### src/rtl/nsts_pkg.sv
// shared types, constants and helpers for the spoken number token sequencer
// used by every module under rtl; depends on nothing
package nsts_pkg;

  localparam int QDEPTH = 4;
  localparam int QAW    = 2;
  localparam int QCW    = 3;

  localparam logic [13:0] VALUE_MAX     = 14'd9999;
  localparam logic [4:0]  CLIP_DIGIT0   = 5'd5;
  localparam logic [4:0]  CLIP_TEN      = 5'd15;
  localparam logic [4:0]  CLIP_HUNDRED  = 5'd16;
  localparam logic [4:0]  CLIP_THOUSAND = 5'd17;

  typedef logic [3:0] digit_t;

  // one classified number: decimal digits and the highest nonzero place
  typedef struct packed {
    digit_t      d3;
    digit_t      d2;
    digit_t      d1;
    digit_t      d0;
    logic [1:0]  top;
  } entry_t;

  typedef enum logic [3:0] {
    ST_IDLE  = 4'b0001,
    ST_ZERO  = 4'b0010,
    ST_DIGIT = 4'b0100,
    ST_UNIT  = 4'b1000
  } seq_state_t;

  function automatic logic [4:0] unit_clip(input logic [1:0] p);
    logic [4:0] c;
    case (p)
      2'd1:    c = CLIP_TEN;
      2'd2:    c = CLIP_HUNDRED;
      2'd3:    c = CLIP_THOUSAND;
      default: c = CLIP_DIGIT0;
    endcase
    return c;
  endfunction

endpackage

### src/rtl/nsts_front.sv
// front end: saturates the number and splits it into decimal digits over two stages
// depends on nsts_pkg
module nsts_front
  import nsts_pkg::*;
(
  input  logic        clk,
  input  logic        rst_n,
  input  logic        accept,
  input  logic [15:0] value,
  output logic        push,
  output entry_t      push_data,
  output logic [1:0]  inflight
);

  logic        val1_r, val1_nxt;
  logic [13:0] v1_r, v1_nxt;
  logic        val2_r, val2_nxt;
  digit_t      d3_r, d3_nxt;
  logic [9:0]  r3_r, r3_nxt;

  digit_t      d2, d1, d0;
  logic [6:0]  r2;

  always_comb begin
    val1_nxt = accept;
    v1_nxt   = (value > 16'd9999) ? VALUE_MAX : value[13:0];
  end

  // thousands digit by comparing against each multiple
  always_comb begin
    d3_nxt = '0;
    for (int k = 1; k <= 9; k++) begin
      if (v1_r >= 14'(k * 1000)) d3_nxt = 4'(k);
    end
    r3_nxt   = 10'(v1_r - 14'(d3_nxt) * 14'd1000);
    val2_nxt = val1_r;
  end

  always_comb begin
    d2 = '0;
    for (int k = 1; k <= 9; k++) begin
      if (r3_r >= 10'(k * 100)) d2 = 4'(k);
    end
    r2 = 7'(r3_r - 10'(d2) * 10'd100);
    d1 = '0;
    for (int k = 1; k <= 9; k++) begin
      if (r2 >= 7'(k * 10)) d1 = 4'(k);
    end
    d0 = 4'(r2 - 7'(d1) * 7'd10);
  end

  always_comb begin
    push_data.d3 = d3_r;
    push_data.d2 = d2;
    push_data.d1 = d1;
    push_data.d0 = d0;
    // zero reads from the units place
    if (d3_r != 4'd0)    push_data.top = 2'd3;
    else if (d2 != 4'd0) push_data.top = 2'd2;
    else if (d1 != 4'd0) push_data.top = 2'd1;
    else                 push_data.top = 2'd0;
  end

  assign push     = val2_r;
  assign inflight = {val1_r & val2_r, val1_r ^ val2_r};

  always_ff @(posedge clk) begin
    if (!rst_n) begin
      val1_r <= 1'b0;
      val2_r <= 1'b0;
    end else begin
      val1_r <= val1_nxt;
      val2_r <= val2_nxt;
    end
  end

  always_ff @(posedge clk) begin
    v1_r <= v1_nxt;
    d3_r <= d3_nxt;
    r3_r <= r3_nxt;
  end

endmodule

### src/rtl/nsts_queue.sv
// short queue of classified numbers between front end and token sequencer
// depends on nsts_pkg
module nsts_queue
  import nsts_pkg::*;
(
  input  logic           clk,
  input  logic           rst_n,
  input  logic           push,
  input  entry_t         push_data,
  input  logic           pop,
  output entry_t         head,
  output logic           empty,
  output logic [QCW-1:0] count
);

  entry_t           mem_r [QDEPTH];
  logic [QAW-1:0]   wr_ptr_r, wr_ptr_nxt;
  logic [QAW-1:0]   rd_ptr_r, rd_ptr_nxt;
  logic [QCW-1:0]   cnt_r, cnt_nxt;

  always_comb begin
    wr_ptr_nxt = push ? wr_ptr_r + 1'b1 : wr_ptr_r;
    rd_ptr_nxt = pop  ? rd_ptr_r + 1'b1 : rd_ptr_r;
    cnt_nxt    = cnt_r + QCW'(push) - QCW'(pop);
  end

  assign head  = mem_r[rd_ptr_r];
  assign empty = (cnt_r == '0);
  assign count = cnt_r;

  always_ff @(posedge clk) begin
    if (!rst_n) begin
      wr_ptr_r <= '0;
      rd_ptr_r <= '0;
      cnt_r    <= '0;
    end else begin
      wr_ptr_r <= wr_ptr_nxt;
      rd_ptr_r <= rd_ptr_nxt;
      cnt_r    <= cnt_nxt;
    end
  end

  always_ff @(posedge clk) begin
    if (push) mem_r[wr_ptr_r] <= push_data;
  end

endmodule

### src/rtl/nsts_back.sv
// token sequencer: walks one number's places and emits one clip per cycle
// depends on nsts_pkg
module nsts_back
  import nsts_pkg::*;
(
  input  logic       clk,
  input  logic       rst_n,
  input  logic       q_empty,
  input  entry_t     q_head,
  output logic       q_pop,
  output logic       out_strobe,
  output logic [4:0] out_clip_index,
  output logic       out_last
);

  seq_state_t  st_r, st_nxt;
  entry_t      cur_r, cur_nxt;
  logic [1:0]  p_r, p_nxt;
  logic        strobe_r, strobe_nxt;
  logic [4:0]  clip_r, clip_nxt;
  logic        last_r, last_nxt;

  logic [3:0]  nz, mask, lower;
  logic [1:0]  q;
  digit_t      cur_dig;
  logic        done;

  always_comb begin
    nz = {cur_r.d3 != 4'd0, cur_r.d2 != 4'd0, cur_r.d1 != 4'd0, cur_r.d0 != 4'd0};
    case (p_r)
      2'd1:    mask = 4'b0001;
      2'd2:    mask = 4'b0011;
      2'd3:    mask = 4'b0111;
      default: mask = 4'b0000;
    endcase
    lower = nz & mask;
    if (lower[2])      q = 2'd2;
    else if (lower[1]) q = 2'd1;
    else               q = 2'd0;
    case (p_r)
      2'd3:    cur_dig = cur_r.d3;
      2'd2:    cur_dig = cur_r.d2;
      2'd1:    cur_dig = cur_r.d1;
      default: cur_dig = cur_r.d0;
    endcase
  end

  always_comb begin
    st_nxt     = st_r;
    p_nxt      = p_r;
    cur_nxt    = cur_r;
    clip_nxt   = CLIP_DIGIT0;
    last_nxt   = 1'b0;
    strobe_nxt = 1'b0;
    case (st_r)
      ST_ZERO: begin
        strobe_nxt = 1'b1;
        st_nxt     = ST_DIGIT;
      end
      ST_DIGIT: begin
        strobe_nxt = 1'b1;
        clip_nxt   = {1'b0, cur_dig} + CLIP_DIGIT0;
        if (p_r == 2'd0) last_nxt = 1'b1;
        else             st_nxt   = ST_UNIT;
      end
      ST_UNIT: begin
        strobe_nxt = 1'b1;
        clip_nxt   = unit_clip(p_r);
        if (lower == 4'b0000) begin
          last_nxt = 1'b1;
        end else begin
          p_nxt = q;
          // a gap of zero places reads as one zero clip
          st_nxt = (q == p_r - 2'd1) ? ST_DIGIT : ST_ZERO;
        end
      end
      default: begin
        st_nxt = ST_IDLE;
      end
    endcase

    done  = (st_r == ST_IDLE) || last_nxt;
    q_pop = done && !q_empty;
    if (done) begin
      if (!q_empty) begin
        cur_nxt = q_head;
        p_nxt   = q_head.top;
        st_nxt  = ST_DIGIT;
      end else begin
        st_nxt = ST_IDLE;
      end
    end
  end

  assign out_strobe     = strobe_r;
  assign out_clip_index = clip_r;
  assign out_last       = last_r;

  always_ff @(posedge clk) begin
    if (!rst_n) begin
      st_r     <= ST_IDLE;
      strobe_r <= 1'b0;
    end else begin
      st_r     <= st_nxt;
      strobe_r <= strobe_nxt;
    end
  end

  always_ff @(posedge clk) begin
    cur_r  <= cur_nxt;
    p_r    <= p_nxt;
    clip_r <= clip_nxt;
    last_r <= last_nxt;
  end

endmodule

### src/rtl/number_to_spoken_token_sequence.sv
// top level of the spoken number token sequencer
// depends on nsts_pkg, nsts_front, nsts_queue and nsts_back
//
// usage:
//   input: drive in_value and raise start; the transaction is taken at a rising
//   edge where start is high and busy is low. values above 9999 read as 9999.
//   output: one clip per cycle on out_clip_index with out_strobe high for that
//   single cycle; out_last marks the final clip of a number. a number gives
//   1 to 7 clips, in order, numbers in the order they were taken.
//   path: with the block empty the first clip passes from the accepting edge
//   through the second front stage, the queue write, the sequencer load and
//   the output register.
//   throughput: the sequencer emits one clip per cycle, with no gap between
//   numbers while the queue already holds the next number.
//   busy is high while the queue and the two front stages together hold
//   4 numbers.
//   reset: synchronous, active low; clears the queue, stages and sequencer.
//   the receiver cannot stall: every strobe is one delivered clip.
module number_to_spoken_token_sequence
  import nsts_pkg::*;
(
  input  logic        clk,
  input  logic        rst_n,
  input  logic        start,
  output logic        busy,
  input  logic [15:0] in_value,
  output logic        out_strobe,
  output logic [4:0]  out_clip_index,
  output logic        out_last
);

  logic           accept;
  logic           push;
  entry_t         push_data;
  logic [1:0]     inflight;
  logic           pop;
  entry_t         head;
  logic           empty;
  logic [QCW-1:0] count;
  logic [3:0]     occupancy;

  assign occupancy = 4'(count) + 4'(inflight);
  assign busy      = (occupancy >= 4'(QDEPTH));
  assign accept    = start && !busy;

  nsts_front u_front (
    .clk       (clk),
    .rst_n     (rst_n),
    .accept    (accept),
    .value     (in_value),
    .push      (push),
    .push_data (push_data),
    .inflight  (inflight)
  );

  nsts_queue u_queue (
    .clk       (clk),
    .rst_n     (rst_n),
    .push      (push),
    .push_data (push_data),
    .pop       (pop),
    .head      (head),
    .empty     (empty),
    .count     (count)
  );

  nsts_back u_back (
    .clk            (clk),
    .rst_n          (rst_n),
    .q_empty        (empty),
    .q_head         (head),
    .q_pop          (pop),
    .out_strobe     (out_strobe),
    .out_clip_index (out_clip_index),
    .out_last       (out_last)
  );

endmodule
### config.mk
export PLATFORM = sky130hd
export DESIGN_NAME = number_to_spoken_token_sequence
export DESIGN_NICKNAME = d
export VERILOG_FILES = /design/src/rtl/nsts_pkg.sv /design/src/rtl/nsts_front.sv /design/src/rtl/nsts_queue.sv /design/src/rtl/nsts_back.sv /design/src/rtl/number_to_spoken_token_sequence.sv
export SDC_FILE = /design/constraint.sdc
export NUM_CORES = 1
export LEC_CHECK = 0
export BUFFER_PORTS_ARGS = -buffer_cell sky130_fd_sc_hd__buf_2
export CORE_AREA = 10 10 186 118
export CTS_BUF_LIST = sky130_fd_sc_hd__clkbuf_8
export DETAILED_ROUTE_END_ITERATION = 6
export DIE_AREA = 0 0 196 128
export PLACE_DENSITY_LB_ADDON = 0.1
export SETUP_SLACK_MARGIN = 0.1
export SLEW_MARGIN = 40
export SYNTH_ARGS = -nofsm -noshare
export SYNTH_HDL_FRONTEND = slang
export SYNTH_SLANG_ARGS = --single-unit
### constraint.sdc
create_clock -name clk -period 6.35 [get_ports clk]
set_input_delay 1.5875 -clock clk [delete_from_list [all_inputs] [get_ports clk]]
set_output_delay 1.5875 -clock clk [all_outputs]
set_load 0.02 [all_outputs]
# Word level (Yosys, flattened, before mapping)
# Memory sizes are Yosys's and may differ from the RTL's. A register that Yosys moved wholly into a read port is not among the register bits.
# Index checks and enable logic that the tools add are counted.
# totals
register_bits	66
ramBits	72
inputBits	19
out_inout_bits	8
word_cells	146
mem_count	1
# mem_list
name	depth	width	rd	rd_ports_with_merged_regs	wr	line	text
u_queue.mem_r	4	18	1	1	1	nsts_queue.sv:16	entry_t mem_r [QDEPTH];
# op_classes
add_sub_neg	10
n_mul	3
magnitude_cmp	29
eq_ne	10
mux	54
n_bitwise	4
n_reduce_logical	18
# ops
op	n
14-bit by 13-bit greater-or-equal comparator with 1-bit output, second input constant	4
3-bit 2-to-1 mux	14
10-bit greater-or-equal comparator, second input constant	4
4-bit 2-to-1 mux	9
10-bit by 9-bit greater-or-equal comparator with 1-bit output, second input constant	3
2-bit 2-to-1 mux	15
14-bit by 12-bit greater-or-equal comparator with 1-bit output, second input constant	2
4-bit nonzero test	7
4-bit case mux with 3 select lines	2
7-bit by 6-bit greater-or-equal comparator with 1-bit output, second input constant	3
7-bit greater-or-equal comparator, second input constant	3
16-bit by 14-bit > comparator with 1-bit output, second input constant	1
5-bit case mux with 3 select lines	1
14-bit by 10-bit greater-or-equal comparator with 1-bit output, second input constant	1
14-bit by 11-bit greater-or-equal comparator with 1-bit output, second input constant	1
14-bit greater-or-equal comparator, second input constant	1
7-bit by 5-bit greater-or-equal comparator with 1-bit output, second input constant	2
10-bit by 7-bit greater-or-equal comparator with 1-bit output, second input constant	1
10-bit by 8-bit greater-or-equal comparator with 1-bit output, second input constant	1
1-bit 2-to-1 mux	10
5-bit case mux with 2 select lines	1
10-bit subtractor	1
3-bit case mux with 3 select lines	1
7-bit by 4-bit greater-or-equal comparator with 1-bit output, second input constant	1
other kinds (33)	39

# Longest topological paths before layout
# Gate-level depths: netlist (run 1).
# logic_depth
ltp_word	26
ltp_mapped	20
depth_no_buf	19

# By module
# Synthesis (run 1) repeated with hierarchy kept, for this count alone.
# hier_totals
cells_unflattened	498
area_unflattened_um2	6698.9
# by_module_without_submodules
module	instances	cells_each	area_per_inst_um2
nsts_queue	1	136	3075.4
nsts_front	1	254	2224.6
nsts_back	1	103	1365.1
number_to_spoken_token_sequence	1	5	33.8

# Worst setup path after synthesis (run 1)
# OpenSTA, ideal clock, no wires.
# synth_path
path_kind	register -> register
startpoint	register u_front.r3_r[5]
endpoint	memory u_queue.mem_r[0][5] (netlist name), data pin
t_arrival_ns	3.827
path_slack_ns	2.249
stages_incl_launch_ff	18
n_path_buf	2
synth_period_minus_slack_ns	4.101
path_cell_list	dfxtp_1 clkbuf_1 or3_1 a31oi_1 o211a_1 o32a_1 ha_1 inv_1 fa_1 clkbuf_1 xor2_1 nand2_1 inv_1 o311ai_0 a21oi_1 ha_1 fa_1 xor2_1
# synth_rtl
item	line	text
start, declared	nsts_front.sv:19	logic [9:0] r3_r, r3_nxt;
start signal, assigned	nsts_front.sv:80	r3_r <= r3_nxt;
end, declared	nsts_queue.sv:16	

==> impl_metrics.json, run 1 <==
{
  "initial_utilization_pct": 35.2,
  "port_buffers": 26,
  "cts_setup_buffers": 0,
  "synth_seq_cells": 140,
  "hold_slack_ns": 0.357,
  "finalCritPeriodShare_pct": 70.7,
  "tightest_slew_ns": 0.724,
  "grt-ovfl-total": 0,
  "initialDrtViolationCount": 297,
  "crit_arrival_ns": 4.78,
  "n_antenna_cell": 0,
  "clk_pin_slew_ns": 0.08,
  "nFillCells": 1777,
  "synth.distinct_cells": 71,
  "vias": 4010,
  "syn_area_per_cell_um2": 12.9,
  "cts_max_path_buffers": 2,
  "layout-drive-gt1-share_pct": 17.8,
  "ios": 27,
  "cp-start-kind": "register",
  "multiInputGateArea_um2": 2670,
  "cp_common_cell": "inv_1",
  "relSlewSlack_pct": 51.8,
  "hold_path_depth": 0,
  "register_area_um2": 3690,
  "die_area_um2": 25100,
  "period_minus_slack_ns": 4.49,
  "firstDrtPassIters": 4,
  "fmax_mhz": 223,
  "hpwlAfterDp_um": 9570,
  "grt_max_degree": 26,
  "endpoint_kind": "register",
  "cts_root_buf": "clkbuf_8",
  "synth-main-ff-cell": "edfxtp_1",
  "max_cap_viol_count": 0,
  "yosys_warnings": 0,
  "nets": 599,
  "place.gp.congestion": 0.836,
  "first_global_vias": 3844,
  "grt_pass1_wl_um": 21500,
  "hold_buffers": 0,
  "cts_tree": "yes",
  "dieWidth_um": 196,
  "outcome": "finished, final reports clean",
  "insertion_delay_ns": 0.43,
  "cts_buffers": 17,
  "design_area_um2": 7370,
  "clock-sinks": 140,
  "holdPathEnd": "u_front.r3_r[2]$_DFF_P_",
  "clock_skew_ns": 0.00947,
  "core_area_um2": 18600,
  "maxSlewViolCount": 0,
  "finalSetupTns_ns": 0,
  "crit_required_ns": 6.64,
  "path_max_fanout": 10,
  "reg2regPathDepth": 16,
  "ctsResizeCount": 0,
  "rsz0062_at_grt": "no",
  "hold_class": "reg -> reg",
  "post_drt_wl_per_cell_um": 16.7,
  "critical_path_class": "reg -> reg",
  "cp_slowest_cell": "fa_1",
  "hp-start": "u_front.v1_r[2]$_SDFF_PN1_",
  "async_flop_share_pct": 0,
  "ys_seq_area_share_pct": 56.2,
  "drc": 0,
  "htreeDepth": 4,
  "synth_nets": 570,
  "viasPerCell": 5.03,
  "routed_wl_um": 13300,
  "hold_viol": 0,
  "setup_viol": 0,
  "die_h_um": 128,
  "syn-cell-area_um2": 6560,
  "cp_cell_sequence": "or3_1, a31oi_1, o211a_1, o32a_1, ha_1, inv_1, fa_1, xor2_1, nand2_1, inv_1, xnor2_1, o311ai_0, a21oi_1, ha_1, fa_1, inv_1",
  "regToRegEndpoint": "u_queue.mem_r[1][4]$_DFFE_PP_",
  "grt_usage_pct": 11.0,
  "antenna_found_initial": 0,
  "placed_area_um2": 6940,
  "synthCells": 509,
  "r2r_slack_ns": 1.86,
  "cpPeakStageDelay_ns": 0.49,
  "area_growth_pct": 12.3,
  "postRouteAntennaNets": 0,
  "synth_edf_count": 88,
  "rows": 39,
  "timing.rr.start": "u_front.r3_r[5]$_DFF_P_"
}
## critical path, delay by kind of cell (launching register included)
| kind | cells | cell delay (ns) |
|---|---|---|
| xor+xnor | 2 | 0.50 |
| fa+ha+maj | 4 | 1.35 |
| compound gates | 5 | 1.29 |
| buf+inv | 3 | 0.31 |
| simple gates | 2 | 0.49 |
| flops | 1 | 0.41 |
## routing by layer
layer  track usage [%]  part of all wire [%]  up-vias
met5                 0                     0        -
met4              3.49                  0.79        0
met3              3.21                   4.4        5
met2              13.9                    38       98
met1              17.0                    57     1950
li1                  -                     -     1957
## metrics by stage
stage               std cells  setup WS, ns  util, %
finish                    797          1.86     39.5
global route              797          1.48     39.5
CTS                       797          1.89     39.5
detailed placement        765          1.91     37.2
global placement          765          2.03     37.2
floorplan                 509          2.25        -
## kinds of logic after synthesis
logic type,Yosys count,share of synthesized area (%)
AOI/OAI and AO/OA,103,10.8
xor gates and xnor gates,29,4.33
adders and majority gates,42,8.93
buffers and inverters,54,3.26
DFF,140,56.2
muxes,22,6.89
and+or+nand+nor,119,9.60
## worst max path at each step
stage | startpoint | to | slack [ns]
after floorplan | u_front.r3_r[5]$_DFF_P_ | u_queue.mem_r[0][5]$_DFFE_PP_ | 2.25
after global placement | u_front.r3_r[4]$_DFF_P_ | u_queue.mem_r[2][5]$_DFFE_PP_ | 2.03
after detailed placement | u_front.r3_r[5]$_DFF_P_ | u_queue.mem_r[3][4]$_DFFE_PP_ | 1.91
after CTS | u_front.r3_r[5]$_DFF_P_ | u_queue.mem_r[0][4]$_DFFE_PP_ | 1.89
after global routing | u_front.r3_r[5]$_DFF_P_ | u_queue.mem_r[0][5]$_DFFE_PP_ | 1.48
final | u_front.r3_r[5]$_DFF_P_ | u_queue.mem_r[1][4]$_DFFE_PP_ | 1.86
## cell usage in the layout (no fill, tap or decap), drive strengths merged, types with 5 or more instances in the layout
cell    synthesis  routed
inv            37      42
a21oi          23      23
fa              8       8
nor2b           7       7
clkinv          0       5
xor2           12      12
nor4            5       5
nand2          20      20
xnor2          16      16
mux4           18      18
buf             5      27
edfxtp         88      88
dfxtp          52      52
ha             34      34
nor2           33      33
nand2b         10      10
o21ai          27      27
a21o            5       5
and2           17      17
clkbuf         12      17
## state kept, by name (all words and copies together), names as in the netlist, named ones only
signal and flops:
u_front.push 1, u_queue.rd_ptr_r 2, u_front.val1_r 1, u_back.out_strobe 1, u_back.out_last 1, u_front.d3_r 4
u_front.v1_r 14, u_back.out_clip_index 5, u_back.p_r 2, u_back.st_r 4, u_queue.mem_r 72, u_queue.count 3
u_back.cur_r 16, u_front.r3_r 10, u_queue.wr_ptr_r 2
## area by class of cell
| type | instances | area share [%] |
|---|---|---|
| sequential | 140 | 50.0 |
| multi-input combinational | 315 | 36.2 |
| tap | 246 | 4.18 |
| clock buffer | 17 | 3.18 |
| clock inverter | 15 | 2.62 |
| inverter | 37 | 1.89 |
| timing repair buffer | 27 | 1.87 |
## Yosys cell counts (3+ instances only)
library cell  count  area, um2
ha_1             34        425
a21oi_1          22        110
and2_1           17        106
a31oi_1           4       25.0
xor2_1           11       96.3
a22oi_1           3       22.5
a21o_1            5       37.5
inv_1            37        139
or3_1             4       25.0
nor2b_1           7       43.8
xnor2_1          15        131
o211ai_1          3       22.5
clkbuf_1         12       45.0
mux4_2           18        405
nor2_1           31        116
a222oi_1          4       40.0
dfxtp_1          52       1040
edfxtp_1         88       2640
nand4_1           3       18.8
o311a_1           3       30.0
nand2_1          20       75.1
nand2b_1         10       62.6
nor3_1            4       20.0
o31ai_1           3       22.5
nor4_1            5       31.3
fa_1              8        160
nand3_1           4       20.0
o21ai_0          25        125
nand4b_1          3       26.3
buf_2             3       15.0
Power of run 1 is not shown: default switching activity piles up to over one toggle a cycle in this logic, so the estimate is an artifact.
==> run 2, diff against run 1 <==
ABC_AREA = 1   (was default)
CORE_AREA = 10 10 187 119   (was 10 10 186 118)
DIE_AREA = 0 0 197 129   (was 0 0 196 128)
clock period = 3.92 ns   (was 6.35 ns; I/O delays follow)
==> run 2 against run 1 <==
- fmax up 15%
- critical path depth grew 17
- setup slack got worse by 1.8 ns
- hold slack worse by 0.026 ns
- wire length up 21%
- count of clock-buffer cells in the layout rose by 1
- design area grew 10%
- register-to-register slack worse by 1.8 ns
- sequential share of layout area decreased by 4.5 points
- sequential cell count did not move
- final cell count increased by 31%
- largest cell class unchanged
- highest routed layer unchanged
==> impl_metrics.json, run 2 <==
{
  "yosysTopAreaCellShare_pct": 39.6,
  "drc": 0,
  "timing.rr.start": "u_front.r3_r[4]$_DFF_P_",
  "nets": 843,
  "initialDrtViolationCount": 350,
  "cts_tree": "yes",
  "placed_area_um2": 7350,
  "viasPerCell": 4.84,
  "insertion_delay_ns": 0.45,
  "final_common_cell": "nand2_1",
  "antenna_found_initial": 0,
  "dieWidth_um": 197,
  "grt_max_degree": 38,
  "n_antenna_cell": 0,
  "vias": 5042,
  "yosys-top-cells-area": "edfxtp_1 (40%), dfxtp_1 (16%), ha_1 (6.4%)",
  "clk_pin_slew_ns": 0.08,
  "async_flop_share_pct": 0,
  "grt-ovfl-total": 0,
  "synth.most_common_cell": "inv_1",
  "layout.cells.most_common_list": "nand2_1 (94), inv_1 (93), edfxtp_1 (88), nor2_1 (75)",
  "design_area_um2": 8130,
  "setup_viol": 0,
  "cp_slowest_cell": "fa_2",
  "fmax_mhz": 256,
  "fin_util_pct": 43.4,
  "clock_skew_ns": 0.0151,
  "finalSetupTns_ns": 0,
  "hold_buffers": 0,
  "syn-cell-area_um2": 6680,
  "cp-start-kind": "register",
  "synth-main-ff-cell": "edfxtp_1",
  "ios": 27,
  "layout-drive-gt1-share_pct": 25.9,
  "max_cap_viol_count": 0,
  "initial_utilization_pct": 35.6,
  "synth.distinct_cells": 45,
  "grt_pass1_wl_um": 25700,
  "die_area_um2": 25400,
  "regToRegEndpoint": "u_queue.mem_r[0][5]$_DFFE_PP_",
  "top_register": "u_queue.mem_r",
  "routed_wl_um": 16100,
  "hpwlAfterDp_um": 11400,
  "relSlewSlack_pct": 56.5,
  "core_area_um2": 18700,
  "final.setup.worst_slack_ns": 0.0206,
  "nFillCells": 1823,
  "syn_area_per_cell_um2": 9.60,
  "critPathCapture": "u_queue.mem_r[0][5]$_DFFE_PP_",
  "firstDrtPassIters": 5,
  "synth_nets": 756,
  "tightest_slew_ns": 0.651,
  "synth_edf_count": 88,
  "grt_usage_pct": 13.0,
  "crit_arrival_ns": 4.11,
  "port_buffers": 26,
  "cts_buffers": 17,
  "r2r_slack_ns": 0.02,
  "cts_root_buf": "clkbuf_8",
  "ys_seq_area_share_pct": 55.2,
  "die_h_um": 129,
  "synth_top_area_cell": "edfxtp_1",
  "area_growth_pct": 21.7,
  "clock-sinks": 140,
  "post_drt_wl_per_cell_um": 15.5,
  "reg2regPathDepth": 33,
  "maxSlewViolCount": 0,
  "cp_common_cell": "nand2_1",
  "postRouteAntennaNets": 0,
  "largest_reg_flops": 72,
  "rsz0062_at_grt": "yes",
  "rows": 39,
  "endpoint_kind": "register",
  "hold_viol": 0,
  "cpPeakStageDelay_ns": 0.37,
  "synthCells": 695,
  "place.gp.congestion": 0.839,
  "crit_required_ns": 4.13,
  "top_regs": "u_queue.mem_r (72), u_back.cur_r (16), u_front.v1_r (14)",
  "first_global_vias": 4793,
  "finalCritPeriodShare_pct": 99.5,
  "cts_max_path_buffers": 2,
  "critical_path_class": "reg -> reg",
  "period_minus_slack_ns": 3.90,
  "synth_common_cells": "inv_1 (104), nand2_1 (102), edfxtp_1 (88)",
  "path_max_fanout": 4,
  "yosys_warnings": 0,
  "hold_class": "reg -> reg",
  "synth_seq_cells": 140,
  "outcome": "finished, final reports clean",
  "htreeDepth": 4,
  "dpl_worst_slack_ns": -0.224,
  "crit_start": "u_front.r3_r[4]$_DFF_P_"
}
run 2: cell types whose count changed in the layout (fill, tap and decap cells not counted), sizes merged, moves of 8 or more:
| cell | change |
|---|---|
| o22ai | +21 |
| nand2b | -10 |
| buf | +54 |
| o21ai | +33 |
| nand3 | +23 |
| xnor2 | -8 |
| and2 | -17 |
| inv | +71 |
| mux4 | -18 |
| nor2 | +49 |
| nand2 | +91 |
run 2: cell families (layout without fill, tap and decap cells):
group / after synthesis / in the layout / synth area share (%)
xor gates and xnor gates: 14 / 14 / 1.84
buffers and inverters: 122 / 222 / 6.99
DFF: 140 / 140 / 55.2
adders and majority gates: 42 / 42 / 8.77
AOI/OAI and AO/OA: 132 / 132 / 11.4
and+or+nand+nor: 245 / 245 / 15.8
run 2: worst min-delay path by stage:
stage,startpoint,end,slack (ns),cells after the start
after global placement,u_front.v1_r[2]$_SDFF_PN1_,u_front.r3_r[2]$_DFF_P_,0.31,0
after global routing,u_front.v1_r[2]$_SDFF_PN1_,u_front.r3_r[2]$_DFF_P_,0.34,0
after detailed placement,u_front.v1_r[2]$_SDFF_PN1_,u_front.r3_r[2]$_DFF_P_,0.32,0
after CTS,u_front.v1_r[2]$_SDFF_PN1_,u_front.r3_r[2]$_DFF_P_,0.33,0
after floorplan,u_front.v1_r[0]$_SDFF_PN1_,u_front.r3_r[0]$_DFF_P_,0.31,0
final,u_front.v1_r[2]$_SDFF_PN1_,u_front.r3_r[2]$_DFF_P_,0.33,0
run 2: repair_timing:
item	in CTS	in global routing
cloned	0	0
pin swaps	6	14
setup buffers	11	6
endpoints found under the setup margin	8	15
resized for setup	45	35
run 2: through the flow:
stage | hold WS [ns] | std cells
6_report | 0.330 | 1041
5_1_grt | 0.339 | 1041
2_1_floorplan | 0.310 | 695
3_3_place_gp | 0.314 | 993
4_1_cts | 0.334 | 1036
3_5_place_dp | 0.316 | 993
run 2: final cells by class:
cell class              instances  area [um2]  share of cell area [%]
clock buffers                  18         248                    3.05
clock inverters                14         141                    1.74
inverters                     109         409                    5.04
multi-input cells             433        2770                    34.1
flip-flops and latches        140        3700                    45.6
well taps                     246         308                    3.79
repair buffers                 81         547                    6.73
run 2: worst max-delay path: cells and delay by family (launching register included):
kind	cells	cell delay (ns)
DFF	1	0.35
buffers and inverters	5	0.27
AOI/OAI and AO/OA	4	0.38
xor gates and xnor gates	1	0.14
and+or+nand+nor	19	1.45
adders and majority gates	4	1.02
run 2: metal layers:
metal | vias to the layer above | part of all wire [%] | track usage (%)
met2 | 111 | 40 | 17.9
li1 | 2513 | - | -
met5 | - | 0 | 0
met1 | 2394 | 54 | 19.1
met3 | 24 | 4.5 | 3.33
met4 | 0 | 1.6 | 4.37
Power of run 2 is left out for the same reason.
==> run 3, diff against run 2 <==
PLACE_DENSITY_LB_ADDON = 0.15   (was 0.1)
==> run 3 against run 2 <==
- the flow now finishes with violations (negative setup slack)
- register-to-register slack worse by 0.13 ns
- non-clock buffer count is 1 lower
- hold slack better by 0.0074 ns
- sequential share of layout area down 0.43 points
- design area up 1.1%
- sequential cell count unchanged
- count of clock-buffer cells in the layout is 1 lower
- fmax fell by 3.2%
- core utilization rose by 0.46 points
==> impl_metrics.json, run 3 (synthesis gave the netlist of run 2 again) <==
{
  "outcome": "finished with violations",
  "violations": "negative setup slack",
  "viasPerCell": 4.88,
  "htreeDepth": 4,
  "largest_reg_flops": 72,
  "port_buffers": 26,
  "die_area_um2": 25400,
  "area_growth_pct": 23.0,
  "hold_slack_ns": 0.338,
  "top_regs": "u_queue.mem_r (72), u_back.cur_r (16), u_front.v1_r (14)",
  "grt_max_degree": 38,
  "hpwlAfterDp_um": 11000,
  "clk_pin_slew_ns": 0.07,
  "layout-drive-gt1-share_pct": 26.6,
  "crit_arrival_ns": 4.23,
  "cts_max_path_buffers": 2,
  "n_antenna_cell": 0,
  "finalCritPeriodShare_pct": 103,
  "hold_viol": 0,
  "placed_area_um2": 7320,
  "initial_utilization_pct": 35.6,
  "routed_wl_um": 16400,
  "dieWidth_um": 197,
  "clock-sinks": 140,
  "path_max_fanout": 4,
  "maxSlewViolCount": 0,
  "crit_required_ns": 4.13,
  "initialDrtViolationCount": 338,
  "cp-start-kind": "register",
  "grt_pass1_wl_um": 25800,
  "cpPeakStageDelay_ns": 0.40,
  "fmax_mhz": 248,
  "relSlewSlack_pct": 57.6,
  "nets": 842,
  "tightest_slew_ns": 0.635,
  "hold_class": "reg -> reg",
  "cts_buffers": 17,
  "core_area_um2": 18700,
  "cts_tree": "yes",
  "critical_path_class": "reg -> reg",
  "postRouteAntennaNets": 0,
  "design_area_um2": 8210,
  "hold_buffers": 0,
  "firstDrtPassIters": 4,
  "period_minus_slack_ns": 4.03,
  "worst-path-buf-inv": 6,
  "cp_common_cell": "nand2_1",
  "layout.cells.most_common_list": "inv_1 (92), nand2_1 (92), edfxtp_1 (88), nor2_1 (75), o21ai_0 (53)",
  "vias": 5078,
  "insertion_delay_ns": 0.45,
  "place.gp.congestion": 0.868,
  "grt-ovfl-total": 0,
  "cp_slowest_cell": "fa_2",
  "rows": 39,
  "final.setup.worst_slack_ns": -0.108,
  "nFillCells": 1790,
  "clock_skew_ns": 0.0105,
  "max_cap_viol_count": 0,
  "ios": 27,
  "rsz0062_at_grt": "yes",
  "drc": 0,
  "endpoint_kind": "register",
  "top_register": "u_queue.mem_r",
  "die_h_um": 129,
  "antenna_found_initial": 0,
  "post_drt_wl_per_cell_um": 15.8,
  "cts_root_buf": "clkbuf_8",
  "grt_usage_pct": 13.0,
  "first_global_vias": 4865,
  "cp_top_family": "simple AND/OR/NAND/NOR gates",
  "setup_viol": 4
}
## run 3: worst register-to-register path: cells and delay by family (launching register included)
family / cells / cell delay [ns]
adder cells (fa/ha/maj): 4 / 1.09
flip-flops: 1 / 0.32
AND/OR/NAND/NOR: 18 / 1.44
AO/OA/AOI/OAI: 4 / 0.38
XOR/XNOR: 1 / 0.15
buffers and inverters: 6 / 0.39
## run 3: path summary, 6_finish.rpt
| path | startpoint | slack, ns | depth (start not counted) | endpoint |
|---|---|---|---|---|
| max reg2reg | u_front.r3_r[8]$_DFF_P_ | -0.11 | 33 | u_queue.mem_r[1][5]$_DFFE_PP_ |
| min reg2reg | u_front.v1_r[0]$_SDFF_PN1_ | 0.34 | 0 | u_front.r3_r[0]$_DFF_P_ |
| min | u_front.v1_r[0]$_SDFF_PN1_ | 0.34 | 0 | u_front.r3_r[0]$_DFF_P_ |
| max | u_front.r3_r[8]$_DFF_P_ | -0.11 | 33 | u_queue.mem_r[1][5]$_DFFE_PP_ |
## run 3: layout make-up
| cell class | instances | area, um2 | share of cell area (%) |
|---|---|---|---|
| flip-flops and latches | 140 | 3710 | 45.1 |
| repair buffers | 80 | 547 | 6.66 |
| clock buffers | 17 | 234 | 2.85 |
| multi-input cells | 433 | 2850 | 34.7 |
| well taps | 246 | 308 | 3.75 |
| inverters | 109 | 410 | 5.00 |
| clock inverters | 15 | 159 | 1.94 |
## run 3: stage by stage
| stage | setup TNS (ns) | std cells | util, % | setup WS (ns) |
|---|---|---|---|---|
| floorplan | 0 | 695 | - | 0.106 |
| global placement | -0.121 | 989 | 39.1 | -0.0303 |
| detailed placement | -1.10 | 989 | 39.1 | -0.221 |
| CTS | 0 | 1031 | 42.3 | 0.0944 |
| global route | -1.88 | 1040 | 43.8 | -0.334 |
| finish | -0.425 | 1040 | 43.8 | -0.108 |
## run 3: repair_timing
item	4_1_cts	5_1_grt
pin swaps	11	35
gates resized for setup	42	57
buffers inserted	10	9
setup endpoints to repair	9	10
## run 3: per-layer routing
metal,vias to the layer above,track usage (%),share of wire (%)
met5,-,0,0
met4,0,4.68,1.4
met3,18,3.20,4.6
li1,2506,-,-
met1,2450,19.0,53
met2,104,18.0,41
Power of run 3 is left out for the same reason.
